==> config.mk <==
export PLATFORM = sky130hd
export DESIGN_NAME = matrix_rotate_transpose
export DESIGN_NICKNAME = d
export VERILOG_FILES = /design/src/design/mrt_pkg.sv /design/src/design/mrt_job_q.sv /design/src/design/mrt_front.sv /design/src/design/mrt_back.sv /design/src/design/matrix_rotate_transpose.sv
export SDC_FILE = /design/constraint.sdc
export NUM_CORES = 2
export LEC_CHECK = 0
export BUFFER_PORTS_ARGS = -buffer_cell sky130_fd_sc_hd__buf_2
export CORE_UTILIZATION = 63
export CTS_CLUSTER_SIZE = 12
export DETAILED_ROUTE_END_ITERATION = 7
export GPL_TIMING_DRIVEN = 0
export PLACE_DENSITY_LB_ADDON = 0.25
export SLEW_MARGIN = 5
export SYNTH_ARGS = -nofsm -noshare
export SYNTH_HDL_FRONTEND = slang
export SYNTH_SLANG_ARGS = --single-unit
==> constraint.sdc <==
create_clock -name clk -period 6.9 [get_ports clk]
set_input_delay 0.345 -clock clk [delete_from_list [all_inputs] [get_ports clk]]
set_output_delay 0.345 -clock clk [all_outputs]
set_load 0.01 [all_outputs]
==> src/design/mrt_pkg.sv <==
`timescale 1ns / 1ps
// ----------------------------------------------------------------------------
// mrt_pkg
// Types, constants and helpers for the matrix rotate / transpose block.
// ----------------------------------------------------------------------------
package mrt_pkg;

  localparam int DATA_W          = 32;
  localparam int DIM_CFG_W       = 4;
  localparam int CFG_DATA_W      = 4;
  localparam int CFG_IDX_W       = 2;
  localparam int DEFAULT_MAX_DIM = 8;
  localparam int JOB_Q_DEPTH     = 2;

  typedef enum logic [1:0] {
    MODE_CW        = 2'd0,
    MODE_CCW       = 2'd1,
    MODE_TRANSPOSE = 2'd2,
    MODE_ANTI_DIAG = 2'd3
  } mode_t;

  typedef enum logic [CFG_IDX_W-1:0] {
    REG_MODE   = 2'd0,
    REG_WIDTH  = 2'd1,
    REG_HEIGHT = 2'd2
  } reg_idx_t;

  // One completed source matrix waiting to be read out.
  typedef struct packed {
    mode_t                mode;
    logic [DIM_CFG_W-1:0] w;
    logic [DIM_CFG_W-1:0] h;
  } job_t;

  // Back-end status seen by the front end.
  typedef struct packed {
    logic job_pending;
    logic active;
  } back_status_t;

  // Zero acts as one, anything above the maximum acts as the maximum.
  function automatic logic [DIM_CFG_W-1:0] clamp_dim(input logic [DIM_CFG_W-1:0] d,
                                                     input int max_dim);
    logic [DIM_CFG_W-1:0] res;
    res = d;
    if (d == '0) begin
      res = DIM_CFG_W'(1);
    end else if (int'(d) > max_dim) begin
      res = DIM_CFG_W'(max_dim);
    end
    return res;
  endfunction

endpackage

==> src/design/mrt_job_q.sv <==
`timescale 1ns / 1ps
// ----------------------------------------------------------------------------
// mrt_job_q
// Short queue of completed-matrix descriptors between front and back end.
// ----------------------------------------------------------------------------
module mrt_job_q import mrt_pkg::*; (
  input  logic clk,
  input  logic rst,
  input  logic push,
  input  job_t push_job,
  input  logic pop,
  output logic not_empty,
  output job_t head
);

  localparam int PtrW = (JOB_Q_DEPTH > 1) ? $clog2(JOB_Q_DEPTH) : 1;
  localparam int CntW = $clog2(JOB_Q_DEPTH + 1);

  job_t            entries [JOB_Q_DEPTH];
  logic [PtrW-1:0] wr_ptr;
  logic [PtrW-1:0] rd_ptr;
  logic [CntW-1:0] count;
  logic            do_push;
  logic            do_pop;

  assign do_push   = push && (count != CntW'(JOB_Q_DEPTH));
  assign do_pop    = pop && (count != '0);
  assign not_empty = (count != '0);
  assign head      = entries[rd_ptr];

  always_ff @(posedge clk) begin
    if (do_push) begin
      entries[wr_ptr] <= push_job;
    end
  end

  always_ff @(posedge clk) begin
    if (rst) begin
      wr_ptr <= '0;
      rd_ptr <= '0;
      count  <= '0;
    end else begin
      if (do_push) begin
        wr_ptr <= (wr_ptr == PtrW'(JOB_Q_DEPTH - 1)) ? '0 : PtrW'(wr_ptr + 1'b1);
      end
      if (do_pop) begin
        rd_ptr <= (rd_ptr == PtrW'(JOB_Q_DEPTH - 1)) ? '0 : PtrW'(rd_ptr + 1'b1);
      end
      if (do_push && !do_pop) begin
        count <= CntW'(count + 1'b1);
      end else if (do_pop && !do_push) begin
        count <= CntW'(count - 1'b1);
      end
    end
  end

endmodule

==> src/design/mrt_front.sv <==
`timescale 1ns / 1ps
// ----------------------------------------------------------------------------
// mrt_front
// Holds configuration, loads source elements into the store and detects
// the element that completes a matrix.
// ----------------------------------------------------------------------------
module mrt_front import mrt_pkg::*; #(
  parameter int MaxDim = DEFAULT_MAX_DIM,
  localparam int Depth = MaxDim * MaxDim,
  localparam int AW    = (Depth > 1) ? $clog2(Depth) : 1
) (
  input  logic                  clk,
  input  logic                  rst,
  input  logic                  write_enable,
  input  logic [CFG_IDX_W-1:0]  write_index,
  input  logic [CFG_DATA_W-1:0] write_data,
  input  logic                  in_valid,
  output logic                  in_stall,
  input  logic signed [DATA_W-1:0] element,
  input  back_status_t          back_st,
  output logic                  push,
  output job_t                  push_job,
  output logic                  wr_en,
  output logic [AW-1:0]         wr_addr,
  output logic [DATA_W-1:0]     wr_data
);

  localparam int CW = $clog2(Depth + 1);

  mode_t                mode;
  logic [DIM_CFG_W-1:0] width;
  logic [DIM_CFG_W-1:0] height;
  logic [CW-1:0]        count;
  logic [CW-1:0]        count_inc;
  logic [CW-1:0]        total;
  logic [DIM_CFG_W-1:0] w_eff;
  logic [DIM_CFG_W-1:0] h_eff;
  logic                 accept;
  logic                 done;

  always_ff @(posedge clk) begin
    if (rst) begin
      mode   <= MODE_CW;
      width  <= DIM_CFG_W'(8);
      height <= DIM_CFG_W'(8);
    end else if (write_enable) begin
      unique case (reg_idx_t'(write_index))
        REG_MODE:   mode   <= mode_t'(write_data[1:0]);
        REG_WIDTH:  width  <= write_data;
        REG_HEIGHT: height <= write_data;
        default: ;
      endcase
    end
  end

  assign w_eff     = clamp_dim(width, MaxDim);
  assign h_eff     = clamp_dim(height, MaxDim);
  assign total     = CW'(CW'(w_eff) * CW'(h_eff));
  assign count_inc = CW'(count + 1'b1);
  assign done      = (count_inc >= total);

  // Hold input while a matrix is queued or being read out of the store.
  assign in_stall = back_st.job_pending || back_st.active;
  assign accept   = in_valid && !in_stall;

  assign wr_en   = accept;
  assign wr_addr = count[AW-1:0];
  assign wr_data = element;

  assign push          = accept && done;
  assign push_job.mode = mode;
  assign push_job.w    = w_eff;
  assign push_job.h    = h_eff;

  always_ff @(posedge clk) begin
    if (rst) begin
      count <= '0;
    end else if (accept) begin
      count <= done ? '0 : count_inc;
    end
  end

endmodule

==> src/design/mrt_back.sv <==
`timescale 1ns / 1ps
// ----------------------------------------------------------------------------
// mrt_back
// Element store plus readout sequencer: walks the destination matrix in
// row-major order, reads the matching source entry and drives the output.
// ----------------------------------------------------------------------------
module mrt_back import mrt_pkg::*; #(
  parameter int MaxDim = DEFAULT_MAX_DIM,
  localparam int Depth = MaxDim * MaxDim,
  localparam int AW    = (Depth > 1) ? $clog2(Depth) : 1
) (
  input  logic                     clk,
  input  logic                     rst,
  input  logic                     wr_en,
  input  logic [AW-1:0]            wr_addr,
  input  logic [DATA_W-1:0]        wr_data,
  input  logic                     job_valid,
  input  job_t                     job,
  output logic                     job_pop,
  output logic                     active,
  output logic                     out_valid,
  input  logic                     out_stall,
  output logic signed [DATA_W-1:0] value,
  output logic                     final_res
);

  localparam int DimW = $clog2(MaxDim + 1);
  localparam int IW   = (MaxDim > 1) ? $clog2(MaxDim) : 1;

  logic [DATA_W-1:0] mem [Depth];

  mode_t             cur_mode;
  logic [DimW-1:0]   cur_w;
  logic [DimW-1:0]   cur_h;
  logic [IW-1:0]     i;
  logic [IW-1:0]     j;
  logic              last_i;
  logic              last_j;
  logic              last;
  logic [DimW-1:0]   r;
  logic [DimW-1:0]   c;
  logic [AW-1:0]     rd_addr;
  logic              issue;
  logic              rd_valid;
  logic [DATA_W-1:0] rd_data;
  logic              rd_final;
  logic              out_free;
  logic              rd_move;

  always_ff @(posedge clk) begin
    if (wr_en) begin
      mem[wr_addr] <= wr_data;
    end
  end

  assign last_i = (DimW'(i) == DimW'(cur_w - 1'b1));
  assign last_j = (DimW'(j) == DimW'(cur_h - 1'b1));
  assign last   = last_i && last_j;

  // Destination (i, j) takes source (r, c).
  always_comb begin
    unique case (cur_mode)
      MODE_CW: begin
        r = DimW'(cur_h - 1'b1 - DimW'(j));
        c = DimW'(i);
      end
      MODE_CCW: begin
        r = DimW'(j);
        c = DimW'(cur_w - 1'b1 - DimW'(i));
      end
      MODE_TRANSPOSE: begin
        r = DimW'(j);
        c = DimW'(i);
      end
      default: begin
        r = DimW'(cur_h - 1'b1 - DimW'(j));
        c = DimW'(cur_w - 1'b1 - DimW'(i));
      end
    endcase
  end

  assign rd_addr = AW'(AW'(r) * AW'(cur_w) + AW'(c));

  assign out_free = !out_valid || !out_stall;
  assign rd_move  = rd_valid && out_free;
  assign issue    = active && (!rd_valid || rd_move);
  assign job_pop  = !active && job_valid;

  always_ff @(posedge clk) begin
    if (job_pop) begin
      cur_mode <= job.mode;
      cur_w    <= DimW'(job.w);
      cur_h    <= DimW'(job.h);
    end
  end

  always_ff @(posedge clk) begin
    if (rst) begin
      active <= 1'b0;
      i      <= '0;
      j      <= '0;
    end else if (job_pop) begin
      active <= 1'b1;
      i      <= '0;
      j      <= '0;
    end else if (issue) begin
      if (last_j) begin
        j <= '0;
        i <= IW'(i + 1'b1);
      end else begin
        j <= IW'(j + 1'b1);
      end
      if (last) begin
        active <= 1'b0;
      end
    end
  end

  always_ff @(posedge clk) begin
    if (issue) begin
      rd_data  <= mem[rd_addr];
      rd_final <= last;
    end
  end

  always_ff @(posedge clk) begin
    if (rst) begin
      rd_valid <= 1'b0;
    end else if (issue) begin
      rd_valid <= 1'b1;
    end else if (rd_move) begin
      rd_valid <= 1'b0;
    end
  end

  // Output register: advance when empty or taken.
  always_ff @(posedge clk) begin
    if (rst) begin
      out_valid <= 1'b0;
    end else if (out_free) begin
      out_valid <= rd_valid;
    end
  end

  always_ff @(posedge clk) begin
    if (rd_move) begin
      value     <= rd_data;
      final_res <= rd_final;
    end
  end

endmodule

==> src/design/matrix_rotate_transpose.sv <==
`timescale 1ns / 1ps
// The first result reaches the output register through the job queue count, the sequencer's
// active flag and the store read register after the element that completes a matrix; the
// rest follow one per cycle while the output is not stalled. Input is held from that element
// until the last store read of the matrix. Reset: clears the load count, queue, sequencer
// and output valid; mode 0, width 8, height 8. Store contents are undefined after reset.
// ----------------------------------------------------------------------------
// matrix_rotate_transpose
// Loads a source matrix in row-major order and emits it rotated clockwise,
// counter-clockwise, transposed or reflected about the anti-diagonal.
// ----------------------------------------------------------------------------
module matrix_rotate_transpose import mrt_pkg::*; #(
  parameter int MaxDim = DEFAULT_MAX_DIM
) (
  input  logic                     clk,
  input  logic                     rst,
  input  logic                     write_enable,
  input  logic [CFG_IDX_W-1:0]     write_index,
  input  logic [CFG_DATA_W-1:0]    write_data,
  input  logic                     in_valid,
  output logic                     in_stall,
  input  logic signed [DATA_W-1:0] element,
  output logic                     out_valid,
  input  logic                     out_stall,
  output logic signed [DATA_W-1:0] value,
  output logic                     final_res
);

  localparam int Depth = MaxDim * MaxDim;
  localparam int AW    = (Depth > 1) ? $clog2(Depth) : 1;

  back_status_t      back_st;
  logic              push;
  job_t              push_job;
  logic              job_valid;
  job_t              head_job;
  logic              job_pop;
  logic              back_active;
  logic              wr_en;
  logic [AW-1:0]     wr_addr;
  logic [DATA_W-1:0] wr_data;

  assign back_st.job_pending = job_valid;
  assign back_st.active      = back_active;

  mrt_front #(.MaxDim(MaxDim)) u_front (
    .clk          (clk),
    .rst          (rst),
    .write_enable (write_enable),
    .write_index  (write_index),
    .write_data   (write_data),
    .in_valid     (in_valid),
    .in_stall     (in_stall),
    .element      (element),
    .back_st      (back_st),
    .push         (push),
    .push_job     (push_job),
    .wr_en        (wr_en),
    .wr_addr      (wr_addr),
    .wr_data      (wr_data)
  );

  mrt_job_q u_job_q (
    .clk       (clk),
    .rst       (rst),
    .push      (push),
    .push_job  (push_job),
    .pop       (job_pop),
    .not_empty (job_valid),
    .head      (head_job)
  );

  mrt_back #(.MaxDim(MaxDim)) u_back (
    .clk       (clk),
    .rst       (rst),
    .wr_en     (wr_en),
    .wr_addr   (wr_addr),
    .wr_data   (wr_data),
    .job_valid (job_valid),
    .job       (head_job),
    .job_pop   (job_pop),
    .active    (back_active),
    .out_valid (out_valid),
    .out_stall (out_stall),
    .value     (value),
    .final_res (final_res)
  );

endmodule

* Word-level counts from Yosys, hierarchy flattened
Memory sizes are Yosys's and may differ from the RTL's. A register that Yosys moved wholly into a read port is not among the register bits. Cells that the tools add are included.
Word-level totals: flip-flop bits (word level) 64, memory bits (writable) 2068, memories 2
Cells by class: add/subtract/negate cells 12, $mul 2, magnitude comparators 3, eq/ne operators 7, mux-type cells 21, reductions and logical operators 37
Memory list:
- u_back.mem | words 64, width 32, rd ports 1, clocked after memory_dff 1, wr ports 1, RTL line mrt_back.sv:30 | logic [DATA_W-1:0] mem [Depth];
- u_job_q.entries | words 2, width 10, rd ports 1, clocked after memory_dff 1, wr ports 1, RTL line mrt_job_q.sv:19 | job_t entries [JOB_Q_DEPTH];
Operators by type and width (count):
- 4-bit 2-to-1 mux | 6
- 1-bit 2-to-1 mux | 11
- 1-bit logical AND | 10
- 2-bit AND reduction | 5
- 2-bit nonzero test | 5
- 3-bit by 4-bit == test with 1-bit output | 2
- 4-bit > comparator, second input constant | 2
- 4-bit zero test | 2
- 4-bit by 1-bit subtractor with 4-bit output, second input constant | 2
- 4-bit by 3-bit subtractor with 4-bit output | 2
- 7-bit by 1-bit adder with 7-bit output, second input constant | 1
- 7-bit greater-or-equal comparator | 1
- 1-bit zero test | 7
- 4-bit by 4-bit multiplier with 7-bit output | 1
- 7-bit 2-to-1 mux | 1
- 3-bit by 1-bit adder with 3-bit output, second input constant | 2
- 6-bit by 4-bit adder with 6-bit output | 1
- 4-bit by 4-bit multiplier with 6-bit output | 1
- 2-bit OR reduction | 3
- 2-bit by 1-bit == test with 1-bit output, second input constant | 2
- 2-bit == test, second input constant | 2
- 2-bit zero test | 2
- 2-bit 2-to-1 mux | 2
- 1-bit logical OR | 3
- other kinds (5) | 6

* Longest topological paths before layout
depth in word-level cells 11, depth in mapped cells 21, mapped depth without buffers 20

* Modules after synthesis
Synthesis repeated with hierarchy kept, for this count alone.
Unflattened totals: cell total of the unflattened synthesis 3819, area total of the unflattened synthesis 83590.2 um2
By module, submodules not included:
- mrt_back | times used 1, cells an instance 3563, area each 80975.2 um2, seq. area each 63961.3 um2
- mrt_front | times used 1, cells an instance 199, area each 1676.6 um2, seq. area each 340.3 um2
- mrt_job_q | times used 1, cells an instance 57, area each 938.4 um2, seq. area each 700.7 um2

* Least setup slack after synthesis
Ideal clock, no wire load.
kind reg-to-reg, start point reg u_back.cur_h[0], read port of u_job_q.entries, end point reg u_back.rd_data[11], read port of u_back.mem (data pin), setup time 265 ps, arrival time 4898 ps, slack 1737 ps, cell stages (with the launch flop) 21, buffers on the path 2, cell sequence edfxtp_1 -> inv_1 -> ha_1 -> inv_1 -> fa_1 -> xnor2_1 -> nor2_1 -> a21oi_1 -> nor2_1 -> fa_1 -> inv_1 -> fa_1 -> fa_1 -> inv_1 -> ha_1 -> xor2_1 -> buf_2 -> buf_2 -> mux4_2 -> mux2i_1 -> mux2i_1
Between the ends: cells in the longest elaborated chain, start to end 5
Ends and longest elaborated chain:
- start: declaration | RTL line mrt_back.sv:34 | logic [DimW-1:0] cur_h;
- 4-bit by 1-bit subtractor with 4-bit output | RTL line mrt_back.sv:64, mrt_back.sv:76
- 4-bit by 3-bit subtractor with 4-bit output | RTL line mrt_back.sv:64, mrt_back.sv:76
- 4-bit 2-to-1 mux
- 4-bit by 4-bit multiplier with 6-bit output | RTL line mrt_back.sv:82 | assign rd_addr = AW'(AW'(r) * AW'(cur_w) + AW'(c));
- 6-bit by 4-bit adder with 6-bit output | RTL line mrt_back.sv:82
- end: declaration | RTL line mrt_back.sv:45 | logic [DATA_W-1:0] rd_data;
No other way between the ends. A chain may end at the register's enable or synchronous reset.

* Worst setup path in the final report
start point reg u_back.cur_h[0], read port of u_job_q.entries, end point reg u_back.rd_data[2], read port of u_back.mem (data pin)
The elaborated chain is that of the path after synthesis.

==> results.toml <==
[outcome]
run_status = "finished with violations"
violations = "negative setup slack"

[critical_path]
cp_max_fo = 11
r2r_setup_slack_ns = -0.004
worst-setup-path-type = "reg2reg"
critPathRequiredTime_ns = 7.44
worst-r2r-cell-count = 16
worstSetupEndpointType = "flop"
critPathLaunchType = "flop"
reg2reg_to = "u_back.rd_data[2]"
r2r-start = "u_back.cur_h[0]"
cp_data_arrival_time_ns = 7.44

[die]
fp.coreArea_mm2 = 0.132
fp.dieH_um = 367
die_x_um = 367
dieArea_mm2 = 0.134
io_pins = 78
start_util_pct = 63.6
rows = 133

[placement]
port_buffers = 77
place_area_mm2 = 0.0883
hpwl_um = 129000
post-place-cells = 5383
gp_congestion = 0.866

[timing]
timing.final.ws_setup_ns = -0.00434
hold_violations = 0
final-setup-viol-count = 1
drv_slew = 0
fin_crit_ns = 6.90
relSlewSlack_pct = 8.01
clock_skew_ns = 0.0346
worst_slew_pin_slew_ns = 1.38
min_period_over_period_pct = 100
fin_setup_tns_ns = -0.00434
clock.fmax_mhz = 145

[synthesis]
synthTopCellsByArea = "edfxtp_1 (77%), mux4_2 (17%), mux2i_1 (1.3%)"
ys_seq_elements = 2174
synth_top_cell_by_area = "edfxtp_1"
synth_cell_type_count = 37
synth_top_cell_area_share_pct = 76.9
yosysWarnings = 0
avgSynthCellArea_um2 = 24.0
syn-num-nets = 3582
netlist_area_mm2 = 0.0838
syn_inst = 3485
ys_seq_area_share_pct = 77.6

[clocking]
cts.path.max_buffers = 3
clock_latency_ns = 0.86
path_clk_slew_ns = 0.06
cts_tree = "yes"
cts_sinks = 2174
root_buffer = "clkbuf_16"
htree_levels = 4
cts_buffers = 208
cts_setup_buffers = 0

[finish]
stdcell_area_mm2 = 0.0945
utilization_pct = 71.8
layout-drive-gt1-share_pct = 30.4
final_common_cell = "edfxtp_1"
fin_cells = 5709
nNetsFinal = 3951
areaGrowthSynthToFinish_pct = 12.8
layout_common_cells = "edfxtp_1 (2,144), mux4_2 (640), clkbuf_16 (209), clkbuf_1 (133), buf_2 (120)"

[min_path]
min_delay_worst_endpoint = "u_back.mem[62][19]"
min_path_cells = 1
hold_start = "element[19]"
hp-class = "in2reg"

[global_route]
overflow = 0
antenna_found_initial = 14
grt_usage_pct = 33.5
grt_pass1_vias = 41200
grt_pass1_wl_um = 309000
grt_max_degree = 65

[routing]
ant_nets = 0
firstDrtPassIters = 7
via_per_inst = 7.16
post_drt_wl_per_cell_um = 38.7
dr.first_iter.drc_count = 6523
totalWireLength_um = 221000
vias = 40900
post-route-drc-count = 0

[run]
drv_cap = 0
## worst max path at each step
stage | to | slack, ns | cells after the start | from
3_5_place_dp | u_back.rd_data[8] | -0.30 | 20 | u_back.cur_h[0]
6_report | u_back.rd_data[2] | -0.004 | 16 | u_back.cur_h[0]
2_1_floorplan | u_back.rd_data[11] | 1.74 | 20 | u_back.cur_h[0]
4_1_cts | u_back.rd_data[4] | 0.07 | 16 | u_back.cur_h[0]
5_1_grt | u_back.rd_data[5] | -0.03 | 20 | u_back.cur_h[0]
3_3_place_gp | u_back.rd_data[9] | -0.25 | 20 | u_back.cur_h[0]
## critical path, stage by stage, from the launching register on
cell,delay (ns)
edfxtp_1,0.42
inv_1,0.08
ha_1,0.22
inv_1,0.09
fa_1,0.41
mux2i_1,0.33
nor2_1,0.09
ha_1,0.31
ha_1,0.28
ha_1,0.27
buf_2,0.25
clkbuf_1,1.03
clkbuf_1,0.97
mux4_2,0.48
mux4_2,0.54
mux2i_1,0.48
mux2i_1,0.31
## routing by layer
metal / vias to the layer above / wire length [µm] / global-route usage [%]
li1: 15500 / - / -
met1: 21500 / 75700 / 44.5
met2: 3248 / 109000 / 53.7
met3: 576 / 25300 / 7.75
met4: 6 / 11200 / 15.0
met5: - / 35 / 0
## area by class of cell
type,instances,area [µm²]
Antenna cell,7,17.5
Buffer,171,793
Clock buffer,262,5470
Clock inverter,41,395
Fill cell,7031,37200
Inverter,45,169
Multi-Input combinational cell,1095,18400
Sequential cell,2174,65000
Tap cell,1755,2200
Timing Repair Buffer,159,2050
## flip-flops by register name, indices dropped and copies added, names as in the netlist, 2 cells and up
name	cells
u_back.cur_h	4
u_back.cur_mode	2
u_back.cur_w	4
u_back.i	3
u_back.j	3
u_back.mem	2048
u_back.rd_data	32
u_back.value	32
u_front.count	7
u_front.height	4
u_front.mode	2
u_front.width	4
u_job_q.count	2
u_job_q.entries	20
## kinds of logic (layout without fill, tap and decap cells)
logic type                 Yosys count  after routing  share of synthesized area (%)
xor gates and xnor gates            30             30                          0.323
AOI/OAI and AO/OA                   48             48                          0.326
muxes                              756            756                           18.6
DFF                               2174           2174                           77.6
other                                0              7                              0
and+or+nand+nor                    207            207                           1.12
adders and majority gates           54             54                          0.914
buffers and inverters              216            678                           1.14
## cell usage after synthesis
cell,number
a211oi_1,1
a21boi_0,1
a21o_1,9
a21oi_1,21
a31oi_1,4
and2_1,6
and3_1,1
buf_1,10
buf_2,59
buf_4,11
buf_6,4
clkbuf_1,87
dfxtp_1,30
edfxtp_1,2144
fa_1,12
ha_1,42
inv_1,45
mux2_2,10
mux2i_1,106
mux4_2,640
nand2_1,32
nand2b_1,7
nand3_1,13
nand3b_1,7
nand4_1,2
nand4b_1,1
nor2_1,110
nor2b_1,3
nor3_1,7
nor3b_1,2
o21ai_0,12
or2_2,8
or3_1,5
or3b_2,3
xnor2_1,15
xnor2_2,1
xor2_1,14
## stage by stage
| step | hold WS [ns] | setup WS (ns) |
|---|---|---|
| final | 0.0791 | -0.00434 |
| after global routing | 0.0994 | -0.0340 |
| after CTS | 0.0828 | 0.0658 |
| after detailed placement | 0.405 | -0.301 |
| after global placement | 0.402 | -0.251 |
| after floorplan | 0.400 | 1.74 |
## timing repair
| item | 4_1_cts | 5_1_grt |
|---|---|---|
| hold endpoints to repair | 19 | 49 |
| setup endpoints to repair | 24 | 23 |
| hold buffers | 10 | 3 |
| gates resized for setup | 1 | 17 |
Power is not shown: default switching activity piles up to over one toggle a cycle in this logic, so the estimate is an artifact.
